[config.mk]
export PLATFORM = sky130hd
export DESIGN_NAME = command_frame_receiver_top
export DESIGN_NICKNAME = d
export VERILOG_FILES = /design/src/rtl/core/cfr_pkg.sv /design/src/rtl/core/command_frame_receiver_top.sv
export SDC_FILE = /design/constraint.sdc
export NUM_CORES = 1
export LEC_CHECK = 0
export BUFFER_PORTS_ARGS = -buffer_cell sky130_fd_sc_hd__buf_2
export CAP_MARGIN = 20
export CORE_AREA = 8 8 95 182
export CTS_CLUSTER_DIAMETER = 30
export DETAILED_ROUTE_END_ITERATION = 12
export DIE_AREA = 0 0 103 190
export PLACE_DENSITY = 0.66
export SLEW_MARGIN = 20
export SYNTH_ARGS = -nofsm -noshare
export SYNTH_HDL_FRONTEND = slang
export SYNTH_SLANG_ARGS = --single-unit
[constraint.sdc]
create_clock -name clk -period 4.4 [get_ports clk]
set_clock_uncertainty 0.15 [all_clocks]
set_input_delay 0.88 -clock clk [delete_from_list [all_inputs] [get_ports clk]]
set_output_delay 0.88 -clock clk [all_outputs]
set_load 0.005 [all_outputs]
[src/rtl/core/cfr_pkg.sv]
// ----------------------------------------------------------------------------
// cfr_pkg
// Shared types and constants for the command frame receiver: frame
// characters, event and command codes, blink constants and robot/post table sizes.
// ----------------------------------------------------------------------------
package cfr_pkg;

	localparam int unsigned ROBOT_COUNT = 8;
	localparam int unsigned POST_COUNT  = 16;

	localparam int unsigned FRAME_LEN = 4;

	typedef logic [7:0] char_t;

	typedef enum logic [2:0] {
		EV_NONE    = 3'd0,
		EV_NULL    = 3'd1,
		EV_ROBOT   = 3'd2,
		EV_REQUEST = 3'd3,
		EV_OTHER   = 3'd4
	} event_t;

	localparam char_t CH_CR    = 8'h0D;
	localparam char_t CH_LF    = 8'h0A;
	localparam char_t CH_N     = 8'h4E;
	localparam char_t CH_U     = 8'h55;
	localparam char_t CH_L     = 8'h4C;
	localparam char_t CH_R     = 8'h52;
	localparam char_t CH_P     = 8'h50;
	localparam char_t CH_E     = 8'h45;
	localparam char_t CH_D     = 8'h44;
	localparam char_t CH_A     = 8'h41;
	localparam char_t CH_LOW_A = 8'h61;
	localparam char_t CH_LOW_D = 8'h64;
	localparam char_t CH_ZERO  = 8'h30;
	localparam char_t CASE_BIT = 8'h20;

	localparam logic [15:0] BLINK_PERIOD_RESET = 16'd150;
	localparam logic [15:0] ELAPSED_MAX        = 16'hFFFF;

	localparam logic CMD_BYTE = 1'b0;
	localparam logic CMD_TICK = 1'b1;

endpackage

[src/rtl/core/command_frame_receiver_top.sv]
// An accepted word is held in the input register, and its result in the
// result register.
// Throughput: one word per cycle, sustained while the output side keeps
// taking results; the input register takes one more word while a result waits.
// Reset: frame buffer emptied, blinking off, LED high, period back to 150 ms.
// ----------------------------------------------------------------------------
// command_frame_receiver_top
// Collects received bytes into four-character frames, decodes complete frames
// into robot updates, post requests, null or other events, and runs the LED blink from ms ticks.
// ----------------------------------------------------------------------------
module command_frame_receiver_top (
	input  logic               clk,
	input  logic               arst_n,
	input  logic               cfg_we,
	input  logic [15:0]        cfg_wdata,
	input  logic               in_valid,
	output logic               in_ready,
	input  logic               command,
	input  logic [7:0]         rx_byte,
	input  logic [7:0]         post_index,
	output logic               out_valid,
	input  logic               out_ready,
	output logic [2:0]         event_res,
	output logic [3:0]         robot_index,
	output logic [7:0]         robot_speed,
	output logic [7:0]         robot_status,
	output logic               clear_pickup,
	output logic               clear_delivery,
	output logic [7:0]         request_post,
	output logic signed [12:0] request_dest,
	output logic [1:0]         request_service,
	output logic               led_level,
	output logic               blink_active
);

	// Input register
	logic       valid_s1;
	logic       cmd_s1;
	logic [7:0] byte_s1;
	logic [7:0] post_s1;

	// Block state
	logic [15:0]          blink_period_q;
	logic [2:0]           frame_count_q;
	cfr_pkg::char_t       frame_chars_q [cfr_pkg::FRAME_LEN];
	logic [3:0]           blink_remaining_q;
	logic [15:0]          blink_elapsed_q;
	logic                 led_phase_q;
	logic                 led_pin_q;

	// Result register
	logic                 out_valid_q;
	cfr_pkg::event_t      event_q;
	logic [3:0]           robot_index_q;
	logic [7:0]           robot_speed_q;
	logic [7:0]           robot_status_q;
	logic                 clear_pickup_q;
	logic                 clear_delivery_q;
	logic [7:0]           request_post_q;
	logic signed [12:0]   request_dest_q;
	logic [1:0]           request_service_q;
	logic                 led_level_q;
	logic                 blink_active_q;

	logic advance;

	// Next state and result
	logic [2:0]         frame_count_d;
	logic               store_char;
	logic [3:0]         blink_remaining_d;
	logic [15:0]        blink_elapsed_d;
	logic               led_phase_d;
	logic               led_pin_d;
	cfr_pkg::event_t    event_d;
	logic [3:0]         robot_index_d;
	logic [7:0]         robot_speed_d;
	logic [7:0]         robot_status_d;
	logic               clear_pickup_d;
	logic               clear_delivery_d;
	logic [7:0]         request_post_d;
	logic signed [12:0] request_dest_d;
	logic [1:0]         request_service_d;

	// Frame decode helpers
	cfr_pkg::char_t     c0, c1, c2, c3;
	logic               is_term;
	logic               is_null;
	logic [7:0]         robot_num;
	logic               robot_ok;
	logic               service_upper;
	logic               post_ok;
	logic               blink_letter;
	logic [7:0]         folded_c0;
	logic [2:0]         blink_n;
	logic signed [12:0] tens;
	logic signed [12:0] units;
	logic [15:0]        elapsed_inc;

	assign advance  = valid_s1 && (!out_valid_q || out_ready);
	assign in_ready = !valid_s1 || advance;

	assign c0 = frame_chars_q[0];
	assign c1 = frame_chars_q[1];
	assign c2 = frame_chars_q[2];
	assign c3 = frame_chars_q[3];

	assign is_term  = (byte_s1 == cfr_pkg::CH_CR) || (byte_s1 == cfr_pkg::CH_LF);
	assign is_null  = (c0 == cfr_pkg::CH_N) && (c1 == cfr_pkg::CH_U)
		&& (c2 == cfr_pkg::CH_L) && (c3 == cfr_pkg::CH_L);
	assign robot_num = c1 - cfr_pkg::CH_ZERO;
	assign robot_ok = (c0 == cfr_pkg::CH_R) && ({24'd0, robot_num} < cfr_pkg::ROBOT_COUNT);
	assign service_upper = (c0 >= cfr_pkg::CH_A) && (c0 <= cfr_pkg::CH_D);
	assign post_ok  = ({24'd0, post_s1} < cfr_pkg::POST_COUNT);

	// Folding in the case bit maps both 'A'..'D' and 'a'..'d' onto 'a'..'d'.
	assign folded_c0    = c0 | cfr_pkg::CASE_BIT;
	assign blink_letter = (folded_c0 >= cfr_pkg::CH_LOW_A) && (folded_c0 <= cfr_pkg::CH_LOW_D);
	assign blink_n      = 3'(folded_c0 - cfr_pkg::CH_LOW_A) + 3'd1;

	assign tens  = (13'(signed'({5'd0, c2})) - 13'sd48) * 13'sd10;
	assign units = 13'(signed'({5'd0, c3})) - 13'sd48;

	assign elapsed_inc = (blink_elapsed_q < cfr_pkg::ELAPSED_MAX)
		? blink_elapsed_q + 16'd1 : blink_elapsed_q;

	always_comb begin
		frame_count_d     = frame_count_q;
		store_char        = 1'b0;
		blink_remaining_d = blink_remaining_q;
		blink_elapsed_d   = blink_elapsed_q;
		led_phase_d       = led_phase_q;
		led_pin_d         = led_pin_q;
		event_d           = cfr_pkg::EV_NONE;
		robot_index_d     = '0;
		robot_speed_d     = '0;
		robot_status_d    = '0;
		clear_pickup_d    = 1'b0;
		clear_delivery_d  = 1'b0;
		request_post_d    = '0;
		request_dest_d    = '0;
		request_service_d = '0;

		if (cmd_s1 == cfr_pkg::CMD_BYTE) begin
			if (is_term) begin
				frame_count_d = '0;
				if (frame_count_q == 3'(cfr_pkg::FRAME_LEN)) begin
					if (is_null) begin
						event_d = cfr_pkg::EV_NULL;
					end else begin
						event_d = cfr_pkg::EV_OTHER;
						if (robot_ok) begin
							event_d          = cfr_pkg::EV_ROBOT;
							robot_index_d    = robot_num[3:0];
							robot_speed_d    = c2;
							robot_status_d   = c3;
							clear_pickup_d   = (c3 == cfr_pkg::CH_E);
							clear_delivery_d = (c3 == cfr_pkg::CH_D);
						end else if (c0 != cfr_pkg::CH_R && service_upper
								&& c1 == cfr_pkg::CH_P && post_ok) begin
							event_d           = cfr_pkg::EV_REQUEST;
							request_post_d    = post_s1;
							request_dest_d    = tens + units;
							request_service_d = 2'(c0 - cfr_pkg::CH_A);
						end
						if (blink_letter) begin
							blink_remaining_d = {blink_n, 1'b0};
							blink_elapsed_d   = '0;
							led_phase_d       = 1'b0;
						end else begin
							blink_remaining_d = '0;
							led_pin_d         = 1'b1;
						end
					end
				end
			end else if (frame_count_q < 3'(cfr_pkg::FRAME_LEN)) begin
				store_char    = 1'b1;
				frame_count_d = frame_count_q + 3'd1;
			end else begin
				// A fifth character throws the whole frame away.
				frame_count_d = '0;
			end
		end else if (blink_remaining_q != '0) begin
			if (elapsed_inc >= blink_period_q) begin
				blink_elapsed_d   = '0;
				led_pin_d         = led_phase_q;
				led_phase_d       = !led_phase_q;
				blink_remaining_d = blink_remaining_q - 4'd1;
			end else begin
				blink_elapsed_d = elapsed_inc;
			end
		end
	end

	always_ff @(posedge clk or negedge arst_n) begin
		if (!arst_n) begin
			valid_s1 <= 1'b0;
		end else if (in_ready) begin
			valid_s1 <= in_valid;
		end
	end

	always_ff @(posedge clk) begin
		if (in_valid && in_ready) begin
			cmd_s1  <= command;
			byte_s1 <= rx_byte;
			post_s1 <= post_index;
		end
	end

	always_ff @(posedge clk or negedge arst_n) begin
		if (!arst_n) begin
			blink_period_q    <= cfr_pkg::BLINK_PERIOD_RESET;
			frame_count_q     <= '0;
			blink_remaining_q <= '0;
			blink_elapsed_q   <= '0;
			led_phase_q       <= 1'b0;
			led_pin_q         <= 1'b1;
		end else begin
			if (cfg_we) begin
				blink_period_q <= cfg_wdata;
			end
			if (advance) begin
				frame_count_q     <= frame_count_d;
				blink_remaining_q <= blink_remaining_d;
				blink_elapsed_q   <= blink_elapsed_d;
				led_phase_q       <= led_phase_d;
				led_pin_q         <= led_pin_d;
			end
		end
	end

	always_ff @(posedge clk) begin
		if (advance && store_char) begin
			frame_chars_q[frame_count_q[1:0]] <= byte_s1;
		end
	end

	always_ff @(posedge clk or negedge arst_n) begin
		if (!arst_n) begin
			out_valid_q <= 1'b0;
		end else if (advance) begin
			out_valid_q <= 1'b1;
		end else if (out_ready) begin
			out_valid_q <= 1'b0;
		end
	end

	always_ff @(posedge clk) begin
		if (advance) begin
			event_q           <= event_d;
			robot_index_q     <= robot_index_d;
			robot_speed_q     <= robot_speed_d;
			robot_status_q    <= robot_status_d;
			clear_pickup_q    <= clear_pickup_d;
			clear_delivery_q  <= clear_delivery_d;
			request_post_q    <= request_post_d;
			request_dest_q    <= request_dest_d;
			request_service_q <= request_service_d;
			led_level_q       <= led_pin_d;
			blink_active_q    <= (blink_remaining_d != '0);
		end
	end

	assign out_valid       = out_valid_q;
	assign event_res       = event_q;
	assign robot_index     = robot_index_q;
	assign robot_speed     = robot_speed_q;
	assign robot_status    = robot_status_q;
	assign clear_pickup    = clear_pickup_q;
	assign clear_delivery  = clear_delivery_q;
	assign request_post    = request_post_q;
	assign request_dest    = request_dest_q;
	assign request_service = request_service_q;
	assign led_level       = led_level_q;
	assign blink_active    = blink_active_q;

endmodule

==> report_table.html, run 1 <==
<table>
<tr><th>Metric</th><th>Value</th></tr>
<tr><th colspan="2">Status</th></tr>
<tr><td>Status</td><td>completed</td></tr>
<tr><th colspan="2">Power and ir drop</th></tr>
<tr><td>Static leakage</td><td>3.66 nW</td></tr>
<tr><td>Maximum vdd drop</td><td>0.291 mV</td></tr>
<tr><td>Total power</td><td>3.71 mW</td></tr>
<tr><td>Power density over the cells</td><td>429 nW/um^2</td></tr>
<tr><th colspan="2">Critical path</th></tr>
<tr><td>Kind of critical path</td><td>reg -&gt; reg</td></tr>
<tr><td>Arrival @ worst endpoint</td><td>4.17 ns</td></tr>
<tr><td>Worst setup EP type</td><td>register</td></tr>
<tr><td>Minimum setup slack among reg-to-reg paths</td><td>0.25 ns</td></tr>
<tr><td>Critical path startpoint category</td><td>register</td></tr>
<tr><td>Ordered list of cells on the worst path</td><td>nand3_1 -&gt; or3_1 -&gt; or4_4 -&gt; nor2b_1 -&gt; and3_4 -&gt; xor2_1 -&gt; ha_1 -&gt; a21oi_2 -&gt; nor3b_1 -&gt; inv_1 -&gt; o2111ai_2 -&gt; and2_1 -&gt; o21ai_0 -&gt; a221o_1 -&gt; a211o_1</td></tr>
<tr><td>Worst path max stage delay</td><td>0.56 ns</td></tr>
<tr><td>Library cell contributing the largest single delay on the critical path</td><td>sky130_fd_sc_hd__or4_4</td></tr>
<tr><td>Reg-to-reg critical path endpoint</td><td>blink_active</td></tr>
<tr><td>Critical path fanouts, max</td><td>7</td></tr>
<tr><td>Bufs and invs on worst path</td><td>1</td></tr>
<tr><td>Worst R2R Path Depth</td><td>15</td></tr>
<tr><td>Cell class contributing the biggest share of worst-path delay</td><td>simple AND/OR/NAND/NOR gates</td></tr>
<tr><td>Start of the worst register-to-register path</td><td>blink_elapsed_q[7]</td></tr>
<tr><td>Critical path data required time</td><td>4.42 ns</td></tr>
<tr><th colspan="2">Placement</th></tr>
<tr><td>Cell total after placement</td><td>919</td></tr>
<tr><td>Placer Congestion</td><td>0.890</td></tr>
<tr><td>Post-placement setup slack</td><td>0.173 ns</td></tr>
<tr><td>Half-perimeter wire length after placement</td><td>13300 um</td></tr>
<tr><td>Placed standard-cell area</td><td>7990 um^2</td></tr>
<tr><td>Count of input and output buffers</td><td>89</td></tr>
<tr><th colspan="2">Global route</th></tr>
<tr><td>All-Layer GR Usage</td><td>18.3%</td></tr>
<tr><td>Number of global-route vias before repair</td><td>5376</td></tr>
<tr><td>Pin count of the biggest net entering global routing</td><td>44</td></tr>
<tr><td>Global-route wire length before repair</td><td>26700 um</td></tr>
<tr><td>Number of antenna violations at the first check in global routing</td><td>0</td></tr>
<tr><td>Global route overflow</td><td>0</td></tr>
<tr><th colspan="2">STA</th></tr>
<tr><td>Final worst path period share</td><td>94.3%</td></tr>
<tr><td>Slew Limit Fails</td><td>0</td></tr>
<tr><td>Upper clock frequency limit</td><td>241 MHz</td></tr>
<tr><td>Setup TNS Final</td><td>0 ns</td></tr>
<tr><td>Final hold slack</td><td>0.292 ns</td></tr>
<tr><td>Setup slack of the critical path after layout</td><td>0.252 ns</td></tr>
<tr><td>Final hold violations</td><td>0</td></tr>
<tr><td>Setup-failing EPs final</td><td>0</td></tr>
<tr><td>Min Tclk post-route</td><td>4.15 ns</td></tr>
<tr><td>RSZ-0062 raised after global routing</td><td>no</td></tr>
<tr><td>Max-slew headroom</td><td>44.4%</td></tr>
<tr><td>Transition time at the pin with the least slew margin</td><td>0.834 ns</td></tr>
<tr><th colspan="2">Finish</th></tr>
<tr><td>Fillers</td><td>1303</td></tr>
<tr><td>Final Net Count</td><td>841</td></tr>
<tr><td>Antenna Cells</td><td>0</td></tr>
<tr><td>Layout cells sized above 1</td><td>21.4%</td></tr>
<tr><td>Final core area utilization</td><td>58.3%</td></tr>
<tr><td>Synthesis-to-finish area growth</td><td>19.4%</td></tr>
<tr><td>Area of all placed cells without fillers</td><td>8640 um^2</td></tr>
<tr><td>Filler-free cell count of the finished design</td><td>953</td></tr>
<tr><th colspan="2">Synth</th></tr>
<tr><td>Avg Inst Size Synth</td><td>11.5 um^2</td></tr>
<tr><td>Leading cell types by total area after synthesis</td><td>sky130_fd_sc_hd__edfxtp_1 (41%), sky130_fd_sc_hd__dfrtp_1 (13%), sky130_fd_sc_hd__ha_1 (9.7%)</td></tr>
<tr><td>Post-synth ARST share</td><td>30.3%</td></tr>
<tr><td>FF+latch count, synth</td><td>142</td></tr>
<tr><td>Number of enable flip-flop cells after synthesis</td><td>99</td></tr>
<tr><td>Most area-hungry cell type in the Yosys netlist</td><td>sky130_fd_sc_hd__edfxtp_1</td></tr>
<tr><td>Seq/Total Area, Yosys</td><td>56.0%</td></tr>
<tr><td>Syn. warnings</td><td>0</td></tr>
<tr><td>Area of the mapped netlist</td><td>7240 um^2</td></tr>
<tr><td>Cells after synthesis</td><td>630</td></tr>
<tr><td>Commonest register cell after synthesis</td><td>sky130_fd_sc_hd__edfxtp_1</td></tr>
<tr><td>Most frequent cell after synthesis</td><td>sky130_fd_sc_hd__edfxtp_1</td></tr>
<tr><td>Leading cell types by count after synthesis</td><td>sky130_fd_sc_hd__edfxtp_1 (99), sky130_fd_sc_hd__ha_1 (56), sky130_fd_sc_hd__inv_1 (51), sky130_fd_sc_hd__nand2_1 (48), sky130_fd_sc_hd__o21ai_0 (43)</td></tr>
<tr><td>Synth top area share</td><td>41.1%</td></tr>
<tr><td>Cell variety after synth</td><td>64</td></tr>
<tr><th colspan="2">Clock tree</th></tr>
<tr><td>TritonCTS clock tree</td><td>done</td></tr>
<tr><td>TritonCTS buffer count</td><td>17</td></tr>
<tr><td>Buffer levels on the longest clock path</td><td>2</td></tr>
<tr><td>Skew-Pair Late Insertion Delay</td><td>0.43 ns</td></tr>
<tr><td>Hold-fix buffer count after cts</td><td>0</td></tr>
<tr><td>Total number of clock tree sinks</td><td>142</td></tr>
<tr><td>H-tree lvl count</td><td>4</td></tr>
<tr><td>Clk pin slew, worst setup/hold paths</td><td>0.07 ns</td></tr>
<tr><td>Root Buffer Master</td><td>sky130_fd_sc_hd__clkbuf_16</td></tr>
<tr><th colspan="2">Drt</th></tr>
<tr><td>Number of nets with antenna violations after routing</td><td>0</td></tr>
<tr><td>Total number of vias</td><td>5158</td></tr>
<tr><td>Drt total wl</td><td>16900 um</td></tr>
<tr><td>Number of DRC markers after the initial detailed-route iteration</td><td>178</td></tr>
<tr><td>Number of DRC violations after detailed routing</td><td>0</td></tr>
<tr><td>Average wire length per cell after detail routing</td><td>17.8 um</td></tr>
<tr><td>Number of vias per cell</td><td>5.41</td></tr>
<tr><td>Number of optimization iterations in the first detailed-route pass</td><td>4</td></tr>
<tr><th colspan="2">Floorplanning</th></tr>
<tr><td>Overall die width</td><td>103 um</td></tr>
<tr><td>Effective utilization at floorplan</td><td>48.8%</td></tr>
<tr><td>Floorplan die area</td><td>19600 um^2</td></tr>
<tr><td>Count of pins on the block boundary</td><td>90</td></tr>
<tr><td>Vertical die dimension</td><td>190 um</td></tr>
<tr><td>Core area</td><td>14800 um^2</td></tr>
<tr><td>FP Rows</td><td>63</td></tr>
<tr><th colspan="2">Worst hold path</th></tr>
<tr><td>Worst min-delay path class</td><td>in -&gt; async</td></tr>
<tr><th colspan="2">Job</th></tr>
<tr><td>Max-Cap Viols</td><td>0</td></tr>
</table>
-- how the worst max path moves through the flow --
stage,startpoint,to,slack [ns],cells past startpoint
final,blink_elapsed_q[7],blink_active,0.25,15
after global routing,blink_elapsed_q[7],blink_active,0.003,16
after CTS,blink_elapsed_q[10],blink_elapsed_q[0],0.14,18
after detailed placement,blink_elapsed_q[7],blink_active,0.17,16
after global placement,blink_elapsed_q[10],blink_active,0.24,15
after floorplan,blink_elapsed_q[8],blink_active,0.44,16
-- layout make-up --
| type | count | area, um^2 | share of cell area (%) |
|---|---|---|---|
| Sequential cell | 142 | 4060 | 46.9 |
| Multi-Input combinational cell | 429 | 2980 | 34.5 |
| Timing Repair Buffer | 104 | 561 | 6.49 |
| Clock buffer | 17 | 425 | 4.92 |
| Tap cell | 195 | 244 | 2.82 |
| Inverter | 51 | 191 | 2.22 |
| Clock inverter | 15 | 185 | 2.14 |
-- registers in the layout, indices dropped and copies added, names as in the netlist, 4 cells and up --
register	count
post_s1	8
request_dest	13
robot_speed	8
robot_index	4
blink_remaining_q	4
byte_s1	8
frame_chars_q	32
robot_status	8
request_post	8
blink_elapsed_q	16
blink_period_q	16
-- layout by cell type, fill, tap and decap left out, drive strengths merged, types with 7 or more instances in the layout --
cell type  synthesis  layout
clkbuf             8      17
a21oi             31      31
ha                56      56
buf                4     104
nand3             11      11
nor3              21      21
o21ai             45      45
inv               51      56
xor2               9       9
nor4               7       7
xnor2             19      19
nand2             48      48
nand2b            11      11
a31oi              7       7
nor2              39      39
dfrtp             38      38
and2              21      21
nand4             12      12
a21o               7       7
nor2b              8       8
edfxtp            99      99
-- where the power goes --
| part | total (mW) | switching (mW) | internal [mW] |
|---|---|---|---|
| logic | 0.600 | 0.346 | 0.254 |
| clock network | 1.47 | 0.576 | 0.899 |
| registers | 1.63 | 0.0770 | 1.56 |
-- logic make-up (layout without fill, tap and decap cells) --
group | after synthesis | in the layout | synth area share (%)
adder cells (fa/ha/maj) | 58 | 58 | 10.2
multiplexers | 6 | 6 | 0.899
AND/OR/NAND/NOR | 209 | 209 | 15.5
AO/OA/AOI/OAI | 123 | 123 | 10.5
flip-flops | 142 | 142 | 56.0
XOR/XNOR | 28 | 28 | 3.39
other | 1 | 5 | 0.0518
buffers and inverters | 63 | 187 | 3.37
-- routing by layer --
| layer | part of all wire [%] | GRT usage [%] |
|---|---|---|
| met4 | 5.1 | 11.8 |
| met1 | 31 | 14.6 |
| met3 | 3.4 | 3.55 |
| met5 | 0 | 0 |
| met2 | 61 | 36.9 |
-- timing repair --
| action | in CTS | in global routing |
|---|---|---|
| resized for setup | 0 | 5 |
| setup endpoints to repair | 0 | 15 |
| buffers inserted | 0 | 2 |
Power figures use the tool's default switching activity.
==> inputs of run 2 (changes only) <==
Settings changed: CELL_PAD_IN_SITES_DETAIL_PLACEMENT from default to 0, CELL_PAD_IN_SITES_GLOBAL_PLACEMENT from default to 2, CORE_AREA 8 8 95 182 to 8 8 105 202, CTS_BUF_LIST from default to sky130_fd_sc_hd__clkbuf_4 sky130_fd_sc_hd__clkbuf_8, DIE_AREA 0 0 103 190 to 0 0 113 210, PLACE_DENSITY 0.66 to 0.77.
==> report_table.html, run 2 (same netlist as run 1, synthesis figures left out) <==
<table>
<tr><th>Metric</th><th>Value</th></tr>
<tr><th colspan="2">Job</th></tr>
<tr><td>Max-Cap Viols</td><td>0 (unchanged)</td></tr>
<tr><th colspan="2">Global route</th></tr>
<tr><td>Global-route wire length before repair</td><td>28400 um (+6.2%)</td></tr>
<tr><td>Number of antenna violations at the first check in global routing</td><td>0 (unchanged)</td></tr>
<tr><td>All-Layer GR Usage</td><td>15.7% (-2.6 points)</td></tr>
<tr><td>Pin count of the biggest net entering global routing</td><td>44 (unchanged)</td></tr>
<tr><td>Number of global-route vias before repair</td><td>5531 (+2.9%)</td></tr>
<tr><td>Global route overflow</td><td>0 (unchanged)</td></tr>
<tr><th colspan="2">Power and ir drop</th></tr>
<tr><td>Clock Power Share</td><td>33.7% (-6.1 points)</td></tr>
<tr><td>Maximum vdd drop</td><td>0.228 mV (-22%)</td></tr>
<tr><td>Sequential cell fraction of total power</td><td>48.5% (+4.5 points)</td></tr>
<tr><td>Total power</td><td>3.37 mW (-9.3%)</td></tr>
<tr><td>Internal power</td><td>2.42 mW (-11%)</td></tr>
<tr><td>Static leakage</td><td>3.58 nW (-2.3%)</td></tr>
<tr><td>Switching fraction of total power</td><td>28.0% (+1.1 points)</td></tr>
<tr><td>Share of total power in combinational logic</td><td>17.8% (+1.6 points)</td></tr>
<tr><td>Sw Pwr</td><td>0.942 mW (-5.7%)</td></tr>
<tr><td>Power density over the cells</td><td>396 nW/um^2 (-7.6%)</td></tr>
<tr><th colspan="2">Placement</th></tr>
<tr><td>Half-perimeter wire length after placement</td><td>14200 um (+7.0%)</td></tr>
<tr><td>Count of input and output buffers</td><td>89 (unchanged)</td></tr>
<tr><td>Post-placement setup slack</td><td>-0.0251 ns (-0.198 ns)</td></tr>
<tr><td>Cell total after placement</td><td>944 (+2.7%)</td></tr>
<tr><td>Placer Congestion</td><td>0.802 (-9.8%)</td></tr>
<tr><th colspan="2">Critical path</th></tr>
<tr><td>Worst Setup SP</td><td>blink_elapsed_q[11]</td></tr>
<tr><td>Critical path startpoint category</td><td>register</td></tr>
<tr><td>Critical path fanouts, max</td><td>7 (unchanged)</td></tr>
<tr><td>Critical path data required time</td><td>4.44 ns (+0.02 ns)</td></tr>
<tr><td>Minimum setup slack among reg-to-reg paths</td><td>0.24 ns (about the same)</td></tr>
<tr><td>Start of the worst register-to-register path</td><td>blink_elapsed_q[11]</td></tr>
<tr><td>Kind of critical path</td><td>reg -&gt; reg</td></tr>
<tr><td>Worst setup EP type</td><td>register</td></tr>
<tr><td>Arrival @ worst endpoint</td><td>4.20 ns (+0.03 ns)</td></tr>
<tr><td>Reg-to-reg critical path endpoint</td><td>blink_active</td></tr>
<tr><td>Worst R2R Path Depth</td><td>15 (unchanged)</td></tr>
<tr><th colspan="2">Floorplanning</th></tr>
<tr><td>Vertical die dimension</td><td>210 um (+11%)</td></tr>
<tr><td>Core area</td><td>18700 um^2 (+26%)</td></tr>
<tr><td>Effective utilization at floorplan</td><td>38.8% (-10 points)</td></tr>
<tr><td>Overall die width</td><td>113 um (+9.7%)</td></tr>
<tr><td>FP Rows</td><td>71 (+13%)</td></tr>
<tr><td>Count of pins on the block boundary</td><td>90 (unchanged)</td></tr>
<tr><td>Floorplan die area</td><td>23700 um^2 (+21%)</td></tr>
<tr><th colspan="2">Clock tree</th></tr>
<tr><td>H-tree lvl count</td><td>4 (unchanged)</td></tr>
<tr><td>TritonCTS buffer count</td><td>17 (unchanged)</td></tr>
<tr><td>Buffer levels on the longest clock path</td><td>2 (unchanged)</td></tr>
<tr><td>Hold-fix buffer count after cts</td><td>0 (unchanged)</td></tr>
<tr><td>Root Buffer Master</td><td>sky130_fd_sc_hd__clkbuf_8</td></tr>
<tr><td>Skew-Pair Late Insertion Delay</td><td>0.45 ns (+0.02 ns)</td></tr>
<tr><td>Total number of clock tree sinks</td><td>142 (unchanged)</td></tr>
<tr><td>Clk pin slew, worst setup/hold paths</td><td>0.09 ns (+0.02 ns)</td></tr>
<tr><td>TritonCTS clock tree</td><td>done</td></tr>
<tr><th colspan="2">STA</th></tr>
<tr><td>Transition time at the pin with the least slew margin</td><td>0.875 ns (+0.0411 ns)</td></tr>
<tr><td>RSZ-0062 raised after global routing</td><td>no</td></tr>
<tr><td>Min Tclk post-route</td><td>4.16 ns (+0.00909 ns)</td></tr>
<tr><td>Slew Limit Fails</td><td>0 (unchanged)</td></tr>
<tr><td>Upper clock frequency limit</td><td>241 MHz (-0.22%)</td></tr>
<tr><td>Final hold violations</td><td>0 (unchanged)</td></tr>
<tr><td>Setup slack of the critical path after layout</td><td>0.243 ns (-0.00909 ns)</td></tr>
<tr><td>Setup-failing EPs final</td><td>0 (unchanged)</td></tr>
<tr><td>Final worst path period share</td><td>94.5% (+0.21 points)</td></tr>
<tr><td>Max-slew headroom</td><td>41.7% (-2.7 points)</td></tr>
<tr><td>Final hold slack</td><td>0.283 ns (-0.00916 ns)</td></tr>
<tr><th colspan="2">Finish</th></tr>
<tr><td>Most common library cell in the layout ignoring fill and taps</td><td>sky130_fd_sc_hd__edfxtp_1</td></tr>
<tr><td>Antenna Cells</td><td>0 (unchanged)</td></tr>
<tr><td>Max FFs per register</td><td>32 (unchanged)</td></tr>
<tr><td>Synthesis-to-finish area growth</td><td>17.3%</td></tr>
<tr><td>Filler-free cell count of the finished design</td><td>976 (+2.4%)</td></tr>
<tr><td>Layout cells sized above 1</td><td>21.5% (+0.16 points)</td></tr>
<tr><td>Most used cells in the layout excluding fill and tap cells</td><td>sky130_fd_sc_hd__edfxtp_1 (99), sky130_fd_sc_hd__buf_2 (88), sky130_fd_sc_hd__ha_1 (56), sky130_fd_sc_hd__inv_1 (50), sky130_fd_sc_hd__nand2_1 (47)</td></tr>
<tr><td>Final Net Count</td><td>841 (unchanged)</td></tr>
<tr><th colspan="2">Drt</th></tr>
<tr><td>Number of nets with antenna violations after routing</td><td>0 (unchanged)</td></tr>
<tr><td>Drt total wl</td><td>17900 um (+5.8%)</td></tr>
<tr><td>Average wire length per cell after detail routing</td><td>18.3 um (+3.3%)</td></tr>
<tr><td>Total number of vias</td><td>5094 (-1.2%)</td></tr>
<tr><td>Number of vias per cell</td><td>5.22 (-3.6%)</td></tr>
<tr><td>Number of DRC markers after the initial detailed-route iteration</td><td>217 (+22%)</td></tr>
<tr><td>Number of DRC violations after detailed routing</td><td>0 (unchanged)</td></tr>
<tr><td>Number of optimization iterations in the first detailed-route pass</td><td>5 (+1)</td></tr>
<tr><th colspan="2">Worst hold path</th></tr>
<tr><td>Worst min-delay path class</td><td>in -&gt; async</td></tr>
<tr><th colspan="2">Status</th></tr>
<tr><td>Status</td><td>completed</td></tr>
</table>
==> run 2: changes by cell type in the layout (fill, tap and decap cells not counted), sizes merged <==
cell	change
bufinv	+1
clkinv	-1
clkinvlp	+1
inv	-2
==> run 2: worst max-delay path by stage <==
| stage | endpoint | slack [ns] | depth (start not counted) |
|---|---|---|---|
| 2_1_floorplan | blink_active | 0.44 | 16 |
| 3_3_place_gp | blink_active | 0.08 | 16 |
| 3_5_place_dp | blink_active | -0.03 | 16 |
| 4_1_cts | blink_active | 0.08 | 16 |
| 5_1_grt | blink_active | 0.001 | 16 |
| 6_report | blink_active | 0.24 | 15 |
==> run 2: metrics by stage <==
step	setup TNS [ns]	cell area [um^2]	utilization [%]
floorplan	0	7250	-
finish	0	8490	45.5
detailed placement	-0.0251	8020	43.0
global route	0	8490	45.5
CTS	0	8470	45.4
global placement	0	8020	43.0
==> run 2: cell type report <==
| class | instances | area [um^2] |
|---|---|---|
| Sequential cell | 142 | 4060 |
| Clock inverter | 14 | 191 |
| Multi-Input combinational cell | 429 | 2980 |
| Tap cell | 219 | 274 |
| Clock buffer | 17 | 234 |
| Timing Repair Buffer | 104 | 561 |
| Fill cell | 1793 | 10200 |
| Inverter | 51 | 191 |
==> run 2: power by group through the flow <==
stage | Clock, mW | Combinational [mW] | Sequential, mW
floorplan | 0 | 0.414 | 1.64
global placement | 0 | 0.593 | 1.66
detailed placement | 0 | 0.606 | 1.66
CTS | 1.17 | 0.613 | 1.63
global route | 1.22 | 0.683 | 1.65
finish | 1.13 | 0.599 | 1.63
==> run 2: repair_timing <==
item                                    4_1_cts  5_1_grt
pin swaps                                     0        2
gates resized for setup                       4        2
endpoints found under the setup margin        1        4
buffers inserted                              0        1
==> run 2: worst max-delay path, stage by stage (launching register included) <==
cell                        delay (ns)
sky130_fd_sc_hd__dfrtp_1          0.40
sky130_fd_sc_hd__nand3_1          0.12
sky130_fd_sc_hd__or3_1            0.36
sky130_fd_sc_hd__or4_4            0.56
sky130_fd_sc_hd__nor2b_1          0.17
sky130_fd_sc_hd__and3_4           0.19
sky130_fd_sc_hd__xor2_1           0.14
sky130_fd_sc_hd__ha_1             0.28
sky130_fd_sc_hd__a21oi_1          0.18
sky130_fd_sc_hd__nor3b_1          0.21
sky130_fd_sc_hd__inv_1            0.07
sky130_fd_sc_hd__o2111ai_2        0.27
sky130_fd_sc_hd__and2_4           0.21
sky130_fd_sc_hd__o21ai_0          0.08
sky130_fd_sc_hd__a221o_1          0.30
sky130_fd_sc_hd__a211o_1          0.24
==> run 2: routing by layer <==
metal | vias to the layer above | GRT usage, % | part of all wire [%]
met2 | 87 | 33.5 | 63
met5 | - | 0 | 0
met3 | 25 | 3.15 | 2.5
met1 | 2482 | 12.4 | 32
met4 | 0 | 7.68 | 2.9
li1 | 2500 | - | -
